File: src/rtl/mlhf_pkg.sv
// shared types and constants for the uplink health and failover block
`default_nettype none

package mlhf_pkg;

    localparam int MAX_HOSTS   = 32;
    localparam int HIDX_W      = 5;
    localparam int HOSTS_DEF   = 8;
    localparam int WINDOW_DEF  = 8;
    localparam int SEQ_W       = 16;
    localparam int HOST_W      = 3;
    localparam int MASK_W      = 8;
    localparam int CNT_W       = 4;
    localparam int CFG_IDX_W   = 2;
    localparam int CFG_DATA_W  = 4;

    localparam logic [CFG_IDX_W-1:0] CFG_HOST_COUNT   = 2'd0;
    localparam logic [CFG_IDX_W-1:0] CFG_FOLLOW_FIRST = 2'd1;

    localparam logic FUNC_REPLY = 1'b0;
    localparam logic FUNC_TICK  = 1'b1;

    typedef enum logic [1:0] {
        ST_IDLE,
        ST_SCAN,
        ST_DONE
    } t_state;

    // lowest up host found so far along the chain
    typedef struct packed {
        logic              have;
        logic [HIDX_W-1:0] idx;
    } t_carry;

endpackage

`default_nettype wire

File: src/rtl/multihome_link_health_failover_core.sv
// top level: host cell chain, round sequencer, route choice and result register
// a reply word is taken while the input is ready and gives no result
// a tick word runs a token down the chain of HOSTS cells, one cell per cycle, then the done
// state chooses the route and loads the result once the output register is free; the first
// tick after reset skips the chain; the input waits until the result of a tick is loaded
// synchronous active-low reset: all hosts down, no route, sequence zero, first round pending
`default_nettype none

module multihome_link_health_failover_core
    import mlhf_pkg::*;
#(
    parameter int HOSTS  = HOSTS_DEF,
    parameter int WINDOW = WINDOW_DEF
) (
    input  wire logic                  i_clk,
    input  wire logic                  i_rst_n,
    input  wire logic                  i_in_valid,
    output logic                       o_in_ready,
    input  wire logic                  i_func,
    input  wire logic [HOST_W-1:0]     i_reply_host,
    input  wire logic [SEQ_W-1:0]      i_reply_seq,
    output logic                       o_out_valid,
    input  wire logic                  i_out_ready,
    output logic [SEQ_W-1:0]           o_ping_seq,
    output logic [MASK_W-1:0]          o_up_mask,
    output logic [MASK_W-1:0]          o_went_up,
    output logic [MASK_W-1:0]          o_went_down,
    output logic                       o_route_valid,
    output logic [HOST_W-1:0]          o_route_host,
    output logic                       o_route_changed,
    input  wire logic                  i_cfg_valid,
    output logic                       o_cfg_ready,
    input  wire logic [CFG_IDX_W-1:0]  i_cfg_index,
    input  wire logic [CFG_DATA_W-1:0] i_cfg_data
);

    t_state r_state, n_state;

    logic [CNT_W-1:0]  r_host_count;
    logic              r_follow;
    logic [SEQ_W-1:0]  r_round_seq;
    logic              r_first_round;
    logic              r_have;
    logic [HIDX_W-1:0] r_first_idx;
    logic              r_route_ok;
    logic [HIDX_W-1:0] r_route_idx;
    logic              r_out_valid;

    logic [SEQ_W-1:0]  r_ping_seq;
    logic [MASK_W-1:0] r_up_mask;
    logic [MASK_W-1:0] r_went_up;
    logic [MASK_W-1:0] r_went_down;
    logic              r_route_valid;
    logic [HOST_W-1:0] r_route_host;
    logic              r_route_changed;

    logic in_acc;
    logic reply_acc;
    logic tick_acc;
    logic seq_hit;
    logic load;
    logic change;
    logic new_ok;
    logic [HIDX_W-1:0] new_idx;

    logic [HOSTS:0]      tok;
    t_carry              carry [0:HOSTS];
    logic [HOSTS-1:0]    use_vec;
    logic [HOSTS-1:0]    set_vec;
    logic [HOSTS-1:0]    up_vec;
    logic [HOSTS-1:0]    wup_vec;
    logic [HOSTS-1:0]    wdn_vec;
    logic [MAX_HOSTS-1:0] up_ext;

    always_comb begin
        o_in_ready  = (r_state == ST_IDLE);
        o_cfg_ready = 1'b1;
        in_acc      = i_in_valid && o_in_ready;
        reply_acc   = in_acc && (i_func == FUNC_REPLY);
        tick_acc    = in_acc && (i_func == FUNC_TICK);
        seq_hit     = (i_reply_seq == r_round_seq);
        load        = (r_state == ST_DONE) && (!r_out_valid || i_out_ready);
    end

    assign tok[0]        = tick_acc && !r_first_round;
    assign carry[0].have = 1'b0;
    assign carry[0].idx  = '0;

    for (genvar z = 0; z < HOSTS; z++) begin : g_cell
        assign use_vec[z] = (32'(r_host_count) > 32'(z));
        assign set_vec[z] = reply_acc && seq_hit && use_vec[z]
                            && (32'(i_reply_host) == 32'(z));

        mlhf_cell #(
            .IDX    (z),
            .WINDOW (WINDOW)
        ) u_cell (
            .i_clk       (i_clk),
            .i_rst_n     (i_rst_n),
            .i_use       (use_vec[z]),
            .i_set_ans   (set_vec[z]),
            .i_clr_ans   (load),
            .i_clr_evt   (tick_acc),
            .i_tok       (tok[z]),
            .i_carry     (carry[z]),
            .o_tok       (tok[z+1]),
            .o_carry     (carry[z+1]),
            .o_up        (up_vec[z]),
            .o_went_up   (wup_vec[z]),
            .o_went_down (wdn_vec[z])
        );
    end

    assign up_ext = MAX_HOSTS'(up_vec);

    // next state
    always_comb begin
        n_state = r_state;
        case (r_state)
            ST_IDLE: begin
                if (tick_acc) begin
                    n_state = r_first_round ? ST_DONE : ST_SCAN;
                end
            end
            ST_SCAN: begin
                if (tok[HOSTS]) begin
                    n_state = ST_DONE;
                end
            end
            ST_DONE: begin
                if (load) begin
                    n_state = ST_IDLE;
                end
            end
            default: n_state = ST_IDLE;
        endcase
    end

    // route choice once the scan has found the lowest up host
    always_comb begin
        if (r_follow) begin
            change = (r_have != r_route_ok) || (r_have && (r_first_idx != r_route_idx));
        end else begin
            change = r_have && (!r_route_ok || !up_ext[r_route_idx]);
        end
        new_ok  = change ? r_have : r_route_ok;
        new_idx = change ? (r_have ? r_first_idx : '0) : r_route_idx;
    end

    always_ff @(posedge i_clk) begin
        if (!i_rst_n) begin
            r_state       <= ST_IDLE;
            r_host_count  <= CNT_W'(1);
            r_follow      <= 1'b0;
            r_round_seq   <= '0;
            r_first_round <= 1'b1;
            r_route_ok    <= 1'b0;
            r_route_idx   <= '0;
            r_out_valid   <= 1'b0;
            r_have        <= 1'b0;
        end else begin
            r_state <= n_state;
            if (i_cfg_valid && o_cfg_ready) begin
                case (i_cfg_index)
                    CFG_HOST_COUNT:   r_host_count <= i_cfg_data[CNT_W-1:0];
                    CFG_FOLLOW_FIRST: r_follow     <= i_cfg_data[0];
                    default: ;
                endcase
            end
            if (tick_acc) begin
                r_first_round <= 1'b0;
                if (r_first_round) begin
                    r_have <= 1'b0;
                end else begin
                    r_round_seq <= r_round_seq + 1'b1;
                end
            end
            if (r_state == ST_SCAN && tok[HOSTS]) begin
                r_have <= carry[HOSTS].have;
            end
            if (load) begin
                r_route_ok  <= new_ok;
                r_route_idx <= new_idx;
            end
            if (load) begin
                r_out_valid <= 1'b1;
            end else if (i_out_ready) begin
                r_out_valid <= 1'b0;
            end
        end
    end

    always_ff @(posedge i_clk) begin
        if (r_state == ST_SCAN && tok[HOSTS]) begin
            r_first_idx <= carry[HOSTS].idx;
        end
        if (load) begin
            r_ping_seq      <= r_round_seq;
            r_up_mask       <= MASK_W'(up_vec);
            r_went_up       <= MASK_W'(wup_vec);
            r_went_down     <= MASK_W'(wdn_vec);
            r_route_valid   <= new_ok;
            r_route_host    <= new_ok ? new_idx[HOST_W-1:0] : '0;
            r_route_changed <= change;
        end
    end

    assign o_out_valid     = r_out_valid;
    assign o_ping_seq      = r_ping_seq;
    assign o_up_mask       = r_up_mask;
    assign o_went_up       = r_went_up;
    assign o_went_down     = r_went_down;
    assign o_route_valid   = r_route_valid;
    assign o_route_host    = r_route_host;
    assign o_route_changed = r_route_changed;

    // at most one cell holds the scan token
    a_one_token: assert property (@(posedge i_clk) disable iff (!i_rst_n)
        $onehot0(tok))
        else $error("more than one cell holds the scan token");

    a_no_route_host: assert property (@(posedge i_clk) disable iff (!i_rst_n)
        o_out_valid && !o_route_valid |-> o_route_host == '0)
        else $error("route host shown without a route");

    a_events_apart: assert property (@(posedge i_clk) disable iff (!i_rst_n)
        o_out_valid |-> (o_went_up & o_went_down) == '0)
        else $error("host both went up and down on one tick");

    a_up_in_mask: assert property (@(posedge i_clk) disable iff (!i_rst_n)
        o_out_valid |-> (o_went_up & ~o_up_mask) == '0)
        else $error("host went up but is not in the up mask");

endmodule

`default_nettype wire

File: src/rtl/mlhf_cell.sv
// one host cell: answer bit, history window, fill count, up state, event flags and scan carry
`default_nettype none

module mlhf_cell
    import mlhf_pkg::*;
#(
    parameter int IDX    = 0,
    parameter int WINDOW = WINDOW_DEF
) (
    input  wire logic   i_clk,
    input  wire logic   i_rst_n,
    input  wire logic   i_use,
    input  wire logic   i_set_ans,
    input  wire logic   i_clr_ans,
    input  wire logic   i_clr_evt,
    input  wire logic   i_tok,
    input  wire t_carry i_carry,
    output logic        o_tok,
    output t_carry      o_carry,
    output logic        o_up,
    output logic        o_went_up,
    output logic        o_went_down
);

    localparam int FW = $clog2(WINDOW + 1);

    logic [WINDOW-1:0] r_hist, n_hist;
    logic [FW-1:0]     r_fill, n_fill;
    logic              r_up, n_up;
    logic              r_ans, n_ans;
    logic              r_wup, n_wup;
    logic              r_wdn, n_wdn;
    logic              r_tok;
    t_carry            r_carry, n_carry;

    logic [WINDOW-1:0] shifted;
    logic              full;
    logic              go_up;
    logic              go_dn;
    logic              step;

    always_comb begin
        step    = i_tok && i_use;
        shifted = {r_hist[WINDOW-2:0], r_ans};
        // fill is at the window once this step is taken
        full    = (r_fill >= FW'(WINDOW - 1));
        go_up   = full && (&shifted) && !r_up;
        go_dn   = full && !(|shifted) && r_up;

        n_hist  = r_hist;
        n_fill  = r_fill;
        n_up    = r_up;
        n_wup   = i_clr_evt ? 1'b0 : r_wup;
        n_wdn   = i_clr_evt ? 1'b0 : r_wdn;
        n_carry = i_carry;

        if (step) begin
            n_hist = shifted;
            if (r_fill < FW'(WINDOW)) begin
                n_fill = r_fill + 1'b1;
            end
            if (go_up) begin
                n_up  = 1'b1;
                n_wup = 1'b1;
            end else if (go_dn) begin
                n_up  = 1'b0;
                n_wdn = 1'b1;
            end
            if (!i_carry.have && n_up) begin
                n_carry.have = 1'b1;
                n_carry.idx  = HIDX_W'(IDX);
            end
        end

        if (i_clr_ans) begin
            n_ans = 1'b0;
        end else if (i_set_ans) begin
            n_ans = 1'b1;
        end else begin
            n_ans = r_ans;
        end
    end

    always_ff @(posedge i_clk) begin
        if (!i_rst_n) begin
            r_hist <= '0;
            r_fill <= '0;
            r_up   <= 1'b0;
            r_ans  <= 1'b0;
            r_wup  <= 1'b0;
            r_wdn  <= 1'b0;
            r_tok  <= 1'b0;
        end else begin
            r_hist <= n_hist;
            r_fill <= n_fill;
            r_up   <= n_up;
            r_ans  <= n_ans;
            r_wup  <= n_wup;
            r_wdn  <= n_wdn;
            r_tok  <= i_tok;
        end
    end

    always_ff @(posedge i_clk) begin
        if (i_tok) begin
            r_carry <= n_carry;
        end
    end

    assign o_tok       = r_tok;
    assign o_carry     = r_carry;
    assign o_up        = r_up;
    assign o_went_up   = r_wup;
    assign o_went_down = r_wdn;

endmodule

`default_nettype wire
File: config.mk
export PLATFORM = sky130hd
export DESIGN_NAME = multihome_link_health_failover_core
export DESIGN_NICKNAME = d
export VERILOG_FILES = /design/src/rtl/mlhf_pkg.sv /design/src/rtl/multihome_link_health_failover_core.sv /design/src/rtl/mlhf_cell.sv
export SDC_FILE = /design/constraint.sdc
export NUM_CORES = 1
export LEC_CHECK = 0
export BUFFER_PORTS_ARGS = -buffer_cell sky130_fd_sc_hd__clkbuf_2
export CAP_MARGIN = 20
export CORE_MARGIN = 4
export CORE_UTILIZATION = 49
export DETAILED_ROUTE_END_ITERATION = 8
export HOLD_SLACK_MARGIN = 0.02
export MAX_ROUTING_LAYER = met4
export PLACE_DENSITY = 0.67
export SKIP_LAST_GASP = 1
export SYNTH_ARGS = -nofsm -noshare
export SYNTH_HDL_FRONTEND = slang
export SYNTH_SLANG_ARGS = --single-unit
File: constraint.sdc
create_clock -name i_clk -period 7.8 [get_ports i_clk]
set_input_delay 0.39 -clock i_clk [delete_from_list [all_inputs] [get_ports i_clk]]
set_output_delay 0.39 -clock i_clk [all_outputs]
set_load 0.05 [all_outputs]
## Yosys cells after proc, flatten, opt, wreduce, memory -nomap -nowiden

Cells that the tools add are included.

| storage, ports and cells | value |
|---|---|
| register bits | 258 |
| input port bits | 31 |
| output and inout port bits | 48 |
| word-level logic and storage cells | 393 |

| cells by class | value |
|---|---|
| add/subtract/negate cells | 9 |
| order comparisons | 25 |
| equality and inequality tests | 16 |
| multiplexer cells | 111 |
| bitwise gates (word level) | 3 |
| reduce and logical (&&, ||, !) cells | 139 |

Operator list:

| cell | number |
|---|---|
| $mux 6 | 15 |
| $mux 1 | 88 |
| $logic_and 1x1->1 | 72 |
| $reduce_and 8->1 | 8 |
| $reduce_or 8->1 | 8 |
| $add 4x1->4 const B | 8 |
| $ge 4x3->1 const B | 8 |
| $lt 4x4->1 const B | 8 |
| $logic_not 1->1 | 27 |
| $reduce_and 2->1 | 13 |
| $add 16x1->16 const B | 1 |
| $eq 16x16->1 | 1 |
| $gt 4x3->1 const B | 4 |
| $eq 3x3->1 const B | 4 |
| $gt 4x1->1 const B | 2 |
| $gt 4x2->1 const B | 2 |
| $mux 2 | 4 |
| $eq 3x2->1 const B | 2 |
| $lt 5x6->1 const B | 1 |
| $ne 2x1->1 const B | 3 |
| $pmux 2 s3 | 1 |
| $reduce_bool 2->1 | 3 |
| $bmux 1 s5 | 1 |
| $mux 5 | 1 |
| 12 further kinds | 18 |

## Longest topological paths before layout

Gate-level depths: netlist of the first run.

| logic depth | value |
|---|---|
| word-level depth | 10 |
| mapped depth | 7 |
| depth with buffers taken out | 6 |

## By module

Synthesis of the first run repeated with hierarchy kept, for this count alone.

| unflattened totals | value |
|---|---|
| cells, all modules | 988 |
| area total of the unflattened synthesis | 11,113.2 µm² |

Modules (own cells, without submodules):

| module | instances | cells an instance | area an instance (µm²) | seq. area each (µm²) |
|---|---|---|---|---|
| multihome_link_health_failover_core | 1 | 285 | 3,514.6 | 2,142.1 |
| mlhf_cell (g_cell[1].u_cell ...) | 3 | 88 | 952.2 | 500.5 |
| mlhf_cell (g_cell[3].u_cell ...) | 3 | 87 | 949.7 | 500.5 |
| mlhf_cell (g_cell[0].u_cell) | 1 | 89 | 962.2 | 500.5 |
| mlhf_cell (g_cell[7].u_cell) | 1 | 89 | 930.9 | 500.5 |

## Worst setup path after synthesis of the first run

No wires, ideal clock.

| timing path | value |
|---|---|
| path type | reg-to-reg |
| start | reg r_out_valid (netlist: o_out_valid) |
| end | reg r_route_ok |
| library setup time | 0.115 ns |
| arrival | 2.709 ns |
| required time | 7.685 ns |
| setup slack | 4.975 ns |
| cell stages (with the launch flop) | 6 |
| path buffers | 0 |
| clock period less this slack | 2.825 ns |
| cell sequence | dfxtp_1 nand2b_1 nor2b_2 nor4b_1 a311oi_2 a21bo_1 |

| between the ends | value |
|---|---|
| word-level cells in the longest chain between the ends | 3 |

RTL lines:

| item | RTL line | text |
|---|---|---|
| start: declaration | multihome_link_health_failover_core.sv:47 | `logic r_out_valid;` |
| start signal: assignment | multihome_link_health_failover_core.sv:159 | `r_out_valid <= 1'b0;` |
| start signal: assignment | multihome_link_health_failover_core.sv:186 | `r_out_valid <= 1'b1;` |
| start signal: assignment | multihome_link_health_failover_core.sv:188 | `r_out_valid <= 1'b0;` |
| $logic_not 1->1 | multihome_link_health_failover_core.sv:82 | `load = (r_state == ST_DONE) && (!r_out_valid \|\| i_out_ready);` |
| $logic_or 1x1->1 | multihome_link_health_failover_core.sv:82 |  |
| $logic_and 1x1->1 | multihome_link_health_failover_core.sv:82 |  |
| net g_cell[0].u_cell.i_clr_ans | mlhf_cell.sv:14 | `input wire logic i_clr_ans,` |
| end signal: assignment | multihome_link_health_failover_core.sv:182 | `r_route_ok <= new_ok;` |
| end: declaration | multihome_link_health_failover_core.sv:45 | `logic r_route_ok;` |

The timed path passes the listed nets, and every way through them passes these cells.
A chain may end at the register's enable or synchronous reset.

==> Flow_metrics.wiki, run 1 <==
{| class="wikitable"
! Metric !! Value
|-
| Post-synthesis sequential element count || about 230
|-
| Max frequency || about 430 MHz
|-
| Global-route wire length before repair || around 32000 µm
|-
| R2R Setup Slk || 5.46 ns
|-
| Combined area of all synthesized cells || approximately 9400 µm²
|-
| Area grow syn2layout || 14.3%
|-
| Register cell area after layout || between 5000 and 6000 µm²
|-
| Maximum level of the CTS H-tree || 1
|-
| Number of failing hold endpoints at the final stage || 0
|-
| Clock Tree Buf Depth || 3
|-
| Area occupied by multi-input gates || 3760 µm²
|-
| Count of warnings emitted by yosys || 0
|-
| Number of DRC markers after the initial detailed-route iteration || roughly 420
|-
| Tightest Pin Transition || roughly 1.1 ns
|-
| Number of setup violations in the final report || 0
|-
| Worst Path Required || about 8.1 ns
|-
| Max cap viols || 0
|-
| Number of iterations in the first detailed-routing pass || 5
|-
| Worst endpoint data arrival time || between 2 and 3 ns
|-
| Worst setup slack after layout || ~5.5 ns
|-
| Highest routed metal layer || met4
|-
| Clock Pin Slew Worst Setup and Hold Paths || about 0.06 ns
|-
| Largest net degree at the start of global routing || between 100 and 150
|-
| Share of synthesized area occupied by flip-flops and latches || 57.2%
|-
| Routability-driven placement congestion ratio || 0.796
|-
| Detail Placement HPWL || around 13000 µm
|-
| Worst setup skew after layout || ~0.013 ns
|-
| Post-detailed-route wirelength per cell || 15.1 µm
|-
| Floorplan row count || 50
|-
| Highest-count cells in the layout ignoring fill and taps || sky130_fd_sc_hd__nand2_1, sky130_fd_sc_hd__dfxtp_1, sky130_fd_sc_hd__a21oi_1
|-
| Leakage || roughly 3.8 nW
|-
| Ratio of cells with drive above 1 in the final layout || between 10% and 20%
|-
| Die Y-Extent || between 100 and 150 µm
|-
| Unrepaired setup endpoints after global routing || false
|-
| Internal Pwr Total || between 1.5 and 2 mW
|-
| Final hold slack || approximately 0.17 ns
|-
| Share of total power consumed by net switching || around a fifth
|-
| Crit-path max FO || 17
|-
| Number of distinct library cells after synthesis || slightly above 70
|-
| Final-stage net count || ~1000
|-
| Most common cell after layout, fill and taps aside || sky130_fd_sc_hd__nand2_1
|-
| Depth of the most critical reg-to-reg path || 5
|-
| Number of buffers inserted by hold repair at cts || 0
|-
| Worst Setup Start Kind || register
|-
| Most frequently used flop master after synthesis || sky130_fd_sc_hd__dfxtp_1
|-
| Antenna viol nets, final || 0
|-
| Number of synthesized flops with an enable pin || 73
|-
| Top area cells in the synthesized netlist || sky130_fd_sc_hd__dfxtp_1, sky130_fd_sc_hd__edfxtp_1, sky130_fd_sc_hd__nand2_1
|-
| TritonCTS clock tree || done
|-
| Number of vias in the routed layout || just under 7000
|-
| Share of Yosys cell area claimed by the top area cell type || between 30% and 40%
|-
| Port-buffer cells || 77
|-
| Global-route usage over all layers || a little under a fifth
|-
| Clock root buffer || sky130_fd_sc_hd__clkbuf_16
|-
| Fraction of registers with async set or reset after synthesis || 0%
|-
| TritonCTS buffer count || 25
|-
| Initial core utilization || 49.8%
|-
| Critical R2R Launch || r_host_count[3]$_SDFFE_PN0P_
|-
| Horizontal die dimension || around 150 µm
|-
| Max-slew headroom at the worst pin || between 20% and 30%
|-
| Hold path endpoint || r_host_count[1]$_SDFFE_PN0P_
|-
| Synthesized net count || slightly below 1000
|-
| Critical path endpoint category || register
|-
| Later-pin clock latency in the skew report || between 0.5 and 0.6 ns
|-
| Origin of the worst min-delay path || i_cfg_data[1]
|-
| Die Area || between 20000 and 25000 µm²
|-
| Ratio of routed vias to standard cells || about 5.4
|-
| Worst hold path type || input pin to register
|-
| Portion of total power attributed to the clock network || ~46%
|-
| Yosys top cell by area || sky130_fd_sc_hd__dfxtp_1
|-
| Switching power || about 0.52 mW
|-
| Final Cycle Share || 30.0%
|-
| Worst supply voltage drop on vdd || ~0.00014 V
|-
| Cells after Synth || roughly 940
|-
| Finished layout cell area || roughly 11000 µm²
|-
| Final critical delay including setup and external delays || around 2.3 ns
|-
| PostCTS Resize Cnt || 0
|-
| Hold depth || 3
|-
| Max Transition Viols Final || 0
|-
| WL met2 || slightly below 9000 µm
|-
| Type of the worst setup path || register to register
|-
| Post-route met1 wirelength || approximately 9000 µm
|-
| Power Density || roughly 230 nW/µm²
|-
| Congestion Overflow GR || 0
|-
| Core ar. || ~19000 µm²
|-
| Final sum of negative setup slack || 0 ns
|-
| Worst setup slack before clock tree synthesis || 5.35 ns
|-
| Met3 Routed Length || ~850 µm
|-
| Antenna violations before repair || 1
|-
| Run status || completed
|-
| Number of ports placed on the die boundary || 79
|-
| Fraction of power consumed by sequential logic || 50.6%
|-
| Final core area utilization || between 50% and 60%
|-
| Average footprint of a synthesized cell || ~10 µm²
|-
| Final WL || approximately 19000 µm
|-
| Combinational Power Share || approximately 3%
|-
| CTS sink count || ~230
|-
| Setup Fix Bufs, Post-CTS || 0
|-
| Area after detailed placement || about 9900 µm²
|-
| Via count of the first global-routing pass || 6360
|-
| Critical R2R Capture || g_cell[5].u_cell.o_carry[1]$_DFFE_PP_
|-
| DR DRC count || 0
|-
| Fill cell count || between 1500 and 2000
|}
## power by group through the flow
stage / registers (mW) / clock network, mW / logic (mW)
3_3_place_gp: 1.27 / 0 / 0.0752
5_1_grt: 1.25 / 1.22 / 0.0808
2_1_floorplan: 1.29 / 0 / 0.0379
6_report: 1.25 / 1.14 / 0.0748
3_5_place_dp: 1.27 / 0 / 0.0757
4_1_cts: 1.25 / 1.17 / 0.0759
## cell type report
cell class,count,share of cell area (%)
tap,234,2.74
clock inverter,11,0.772
antenna,1,0.0234
sequential,231,50.1
clock buffer,34,6.84
inverter,16,0.585
multi-input combinational,651,35.2
timing repair buffer,80,3.81
## synthesized netlist by cell type (6+ instances only)
cell                       count
sky130_fd_sc_hd__a21oi_1      87
sky130_fd_sc_hd__nor2b_1       6
sky130_fd_sc_hd__o21a_1        8
sky130_fd_sc_hd__o31ai_1       8
sky130_fd_sc_hd__xor2_1       16
sky130_fd_sc_hd__nor3b_1       6
sky130_fd_sc_hd__o21ai_0      17
sky130_fd_sc_hd__edfxtp_1     73
sky130_fd_sc_hd__nand4_1      21
sky130_fd_sc_hd__clkbuf_1     18
sky130_fd_sc_hd__inv_1        15
sky130_fd_sc_hd__dfxtp_1     158
sky130_fd_sc_hd__nand3_1      19
sky130_fd_sc_hd__ha_1          9
sky130_fd_sc_hd__nor3_1       11
sky130_fd_sc_hd__buf_1         7
sky130_fd_sc_hd__xnor2_1      31
sky130_fd_sc_hd__nand3b_1      7
sky130_fd_sc_hd__nand2b_1     10
sky130_fd_sc_hd__a41oi_1       7
sky130_fd_sc_hd__buf_2        13
sky130_fd_sc_hd__or3_1         7
sky130_fd_sc_hd__and2_1       13
sky130_fd_sc_hd__mux2i_1      16
sky130_fd_sc_hd__nor2_1       85
sky130_fd_sc_hd__nor4_1       18
sky130_fd_sc_hd__nand2_1     173
## per-stage QoR
stage | power (mW) | std cells
floorplan | 1.32 | 939
global placement | 1.35 | 1212
detailed placement | 1.35 | 1212
CTS | 2.49 | 1257
global route | 2.55 | 1258
finish | 2.47 | 1258
## layer usage
| layer | GRT usage, % | up-vias |
|---|---|---|
| li1 | - | 3445 |
| met2 | 29.0 | 131 |
| met4 | 4.94 | 0 |
| met3 | 3.04 | 37 |
| met1 | 24.3 | 3195 |
| met5 | - | - |
## sequential cells by signal (all words and copies together) (netlist names), 2 cells and up
signal	cells
g_cell.u_cell.o_tok	8
g_cell.u_cell.r_hist	56
o_went_down	8
r_route_idx	3
o_up_mask	8
r_round_seq	16
o_route_host	3
o_went_up	8
g_cell.u_cell.r_ans	8
r_first_idx	3
g_cell.u_cell.o_went_up	8
g_cell.u_cell.o_up	8
o_ping_seq	16
g_cell.u_cell.r_fill	32
r_host_count	4
g_cell.u_cell.o_carry	25
r_state	2
g_cell.u_cell.o_went_down	8
## cells by family (layout without fill, tap and decap cells)
group | after synthesis | count (layout) | synth area share, %
AOI/OAI and AO/OA | 166 | 166 | 11.2
xor gates and xnor gates | 47 | 47 | 4.40
adders and majority gates | 9 | 9 | 1.20
buffers and inverters | 57 | 141 | 2.62
DFF | 231 | 231 | 57.2
muxes | 18 | 18 | 1.95
other | 1 | 2 | 0.0401
and+or+nand+nor | 410 | 410 | 21.4
## critical path: stages, from the launching register on
cell	delay [ns]
sky130_fd_sc_hd__dfxtp_1	0.71
sky130_fd_sc_hd__a21oi_1	0.19
sky130_fd_sc_hd__nor2b_1	0.58
sky130_fd_sc_hd__nand3_1	0.27
sky130_fd_sc_hd__a21oi_1	0.27
sky130_fd_sc_hd__nor2b_1	0.06
## how the worst max path moves through the flow
stage                     cells after the start  slack (ns)                                    end                         start
after floorplan                               5        4.98                r_route_ok$_SDFFE_PN0P_      o_out_valid$_SDFFE_PN0P_
after global placement                        7        5.43    g_cell[7].u_cell.r_ans$_SDFFE_PP0P_                   i_out_ready
after detailed placement                      7        5.35    g_cell[4].u_cell.r_ans$_SDFFE_PP0P_                   i_out_ready
after CTS                                     5        5.47  g_cell[5].u_cell.o_carry[1]$_DFFE_PP_  r_host_count[3]$_SDFFE_PN0P_
after global routing                          5        5.23  g_cell[5].u_cell.o_carry[1]$_DFFE_PP_  r_host_count[3]$_SDFFE_PN0P_
final                                         5        5.46  g_cell[5].u_cell.o_carry[1]$_DFFE_PP_  r_host_count[3]$_SDFFE_PN0P_
Power figures use the tool's default switching activity.
==> run 2, diff against run 1 <==
- ABC_AREA: not set -> 1
- PLACE_DENSITY: 0.67 -> 0.7
- clock period: 7.8 -> 1.9 ns (I/O delays scaled with it)
==> run 2 against run 1 <==
Combinational power grew to 6.3 times the previous value. Cell area is 5.0% higher. Critical path depth rose by 4. Clock power rose to 4.1 times the previous value. Hold slack lost 0.12 ns. Largest power group unchanged. Sequential power grew to 4.1 times the previous value. Critical path type unchanged. Die area increased by 0.84%. Total power grew to 4.2 times the previous value.
==> Flow_metrics.wiki, run 2 <==
{| class="wikitable"
! Metric !! Value
|-
| Ratio of routed vias to standard cells || between 5 and 6
|-
| Number of DRC markers after the initial detailed-route iteration || 508
|-
| Fraction of registers with async set or reset after synthesis || 0%
|-
| Initial core utilization || ~50%
|-
| Worst setup slack after layout || 0.205 ns
|-
| Routability-driven placement congestion ratio || slightly below 0.9
|-
| Global-route wire length before repair || between 30000 and 40000 µm
|-
| Detail Placement HPWL || between 10000 and 15000 µm
|-
| Ratio of cells with drive above 1 in the final layout || about 15%
|-
| Final-stage net count || between 1000 and 1500
|-
| Max frequency || about 600 MHz
|-
| Most used cell, CP || sky130_fd_sc_hd__nor2_4
|-
| Worst supply voltage drop on vdd || about 0.00073 V
|-
| Crit-path max FO || 11
|-
| Area grow syn2layout || 19.0%
|-
| CTS sink count || 231
|-
| Highest-count cells in the layout ignoring fill and taps || sky130_fd_sc_hd__inv_1, sky130_fd_sc_hd__nand2_1, sky130_fd_sc_hd__dfxtp_1
|-
| Via count of the first global-routing pass || between 7000 and 8000
|-
| Worst setup skew after layout || 0.0170 ns
|-
| Antenna viol nets, final || 0
|-
| Maximum level of the CTS H-tree || 1
|-
| Die Area || about 22000 µm²
|-
| Later-pin clock latency in the skew report || roughly 0.52 ns
|-
| Most common cell after layout, fill and taps aside || sky130_fd_sc_hd__inv_1
|-
| Critical path endpoint category || register
|-
| Register bank with the most flops || g_cell.u_cell.r_hist
|-
| Final critical delay including setup and external delays || around 1.7 ns
|-
| Yosys top cell by area || sky130_fd_sc_hd__dfxtp_1
|-
| Die Y-Extent || 147 µm
|-
| Worst hold path type || input pin to register
|-
| Top cells by instance count after synthesis || sky130_fd_sc_hd__inv_1, sky130_fd_sc_hd__nand2_1, sky130_fd_sc_hd__dfxtp_1, sky130_fd_sc_hd__a21oi_1, sky130_fd_sc_hd__o21ai_0
|-
| Max cap viols || 0
|-
| Cells after Synth || 1095
|-
| Number of synthesized flops with an enable pin || 73
|-
| Worst setup slack before clock tree synthesis || between 0.15 and 0.2 ns
|-
| Leakage || 4.57 nW
|-
| Worst Path Required || 2.35 ns
|-
| Number of vias in the routed layout || roughly 7500
|-
| Clock root buffer || sky130_fd_sc_hd__clkbuf_16
|-
| Final WL || between 20000 and 25000 µm
|-
| Congestion Overflow GR || 0
|-
| Horizontal die dimension || around 150 µm
|-
| Synthesized net count || approximately 1100
|-
| Max FFs per register || 56
|-
| Antenna violations before repair || 1
|-
| Post-detailed-route wirelength per cell || 13.7 µm
|-
| Area after detailed placement || 10300 µm²
|-
| Worst Setup Start Kind || register
|-
| Count of warnings emitted by yosys || 0
|-
| Core ar. || between 15000 and 20000 µm²
|-
| Number of setup violations in the final report || 0
|-
| Power Density || ~900 nW/µm²
|-
| Worst endpoint data arrival time || approximately 2.1 ns
|-
| TritonCTS clock tree || done
|-
| Ordered list of cells on the worst path || nor2_2, nand2_2, nor2_4, nand2_4, nor2_4, nand2_1, nor2_1, nand3_1, a21oi_1
|-
| Global-route usage over all layers || ~19%
|-
| Most frequently used flop master after synthesis || sky130_fd_sc_hd__dfxtp_1
|-
| Unrepaired setup endpoints after global routing || false
|-
| Top area cells in the synthesized netlist || sky130_fd_sc_hd__dfxtp_1, sky130_fd_sc_hd__edfxtp_1, sky130_fd_sc_hd__inv_1
|-
| CP max stage cell || sky130_fd_sc_hd__dfxtp_1
|-
| Most instantiated library cell after synthesis || sky130_fd_sc_hd__inv_1
|-
| Combined area of all synthesized cells || ~9400 µm²
|-
| Max Transition Viols Final || 0
|-
| Number of failing hold endpoints at the final stage || 0
|-
| Number of distinct library cells after synthesis || 45
|-
| Number of ports placed on the die boundary || a little under 80
|-
| Type of the worst setup path || register to register
|-
| Number of iterations in the first detailed-routing pass || 5
|-
| TritonCTS buffer count || 24
|-
| Clock Tree Buf Depth || 3
|-
| Average footprint of a synthesized cell || about 8.6 µm²
|-
| Final Cycle Share || 89.2%
|-
| Finished layout cell area || between 10000 and 15000 µm²
|-
| Share of synthesized area occupied by flip-flops and latches || between 50% and 60%
|-
| Biggest cell delay along the critical path || 0.34 ns
|-
| Run status || completed
|-
| Clock Pin Slew Worst Setup and Hold Paths || 0.07 ns
|-
| Largest net degree at the start of global routing || roughly 100
|-
| Post-synthesis sequential element count || 231
|-
| Floorplan row count || 50
|-
| DR DRC count || 0
|-
| Share of Yosys cell area claimed by the top area cell type || roughly 34%
|-
| Port-buffer cells || between 70 and 80
|}
==> run 2: cell count changes after synthesis, sizes merged, moves of 8 or more <==
cell,before,now
a21oi,88,126
and2,13,0
buf,23,9
inv,16,175
mux2i,16,0
nand2b,11,0
nand3,20,58
nand4,21,29
nor3,12,30
nor4,20,11
o21ai,18,93
xnor2,31,2
==> run 2: cell type report <==
| type | instances | area (µm²) |
|---|---|---|
| antenna | 1 | 2.50 |
| clock buffer | 34 | 711 |
| clock inverter | 10 | 82.6 |
| fill | 1613 | 7600 |
| inverter | 178 | 677 |
| multi-input combinational | 657 | 3310 |
| sequential | 231 | 5360 |
| tap | 260 | 325 |
| timing repair buffer | 120 | 763 |
==> run 2: critical path, delay by kind of cell (launching register included) <==
family / cells / cell delay (ns)
flip-flops: 1 / 0.34
AND/OR/NAND/NOR: 8 / 1.15
AO/OA/AOI/OAI: 1 / 0.12
==> run 2: path summary, 6_finish.rpt <==
path / start / end / slack (ns) / depth (start not counted)
max reg2reg: r_state[0]$_SDFFE_PN0P_ / g_cell[0].u_cell.r_fill[3]$_SDFFE_PN0P_ / 0.21 / 9
max: r_state[0]$_SDFFE_PN0P_ / g_cell[0].u_cell.r_fill[3]$_SDFFE_PN0P_ / 0.21 / 9
min: i_cfg_index[0] / r_host_count[0]$_SDFFE_PN1P_ / 0.05 / 4
min reg2reg: g_cell[7].u_cell.o_carry[1]$_DFFE_PP_ / r_first_idx[1]$_DFFE_PP_ / 0.42 / 0
==> run 2: power breakdown <==
part / total [mW] / internal, mW / switching, mW
registers: 5.15 / 5.12 / 0.0278
logic: 0.473 / 0.134 / 0.339
clock network: 4.64 / 2.75 / 1.89
total: 10.3 / 8.00 / 2.26
==> run 2: repair_timing <==
action | 4_1_cts | 5_1_grt
setup endpoints to repair | 0 | 4
hold endpoints to repair | 14 | 0
gates resized for setup | 0 | 3
hold buffers | 12 | 0
setup buffers | 0 | 2
==> run 2: kinds of logic after synthesis <==
family	Yosys count	synth area share, %
adders and majority gates	9	1.19
other	1	0.0397
buffers and inverters	207	8.50
AOI/OAI and AO/OA	236	13.2
DFF	231	56.7
xor gates and xnor gates	14	1.30
and+or+nand+nor	397	19.1
==> run 2: metal layers <==
layer	part of all wire (%)	GRT usage [%]
met1	47	26.2
met2	45	29.7
met3	4.6	3.49
met4	3.2	6.30
met5	0	-
==> run 2: stage by stage <==
step	hold WS [ns]	total power, mW	cells	util, %	setup TNS, ns
floorplan	0.225	5.56	1095	-	-0.00697
global placement	0.329	5.70	1432	54.6	0
detailed placement	0.340	5.70	1432	54.6	0
CTS	0.0435	10.4	1488	59.5	0
global route	0.0754	10.6	1491	59.6	0
finish	0.0547	10.3	1491	59.6	0
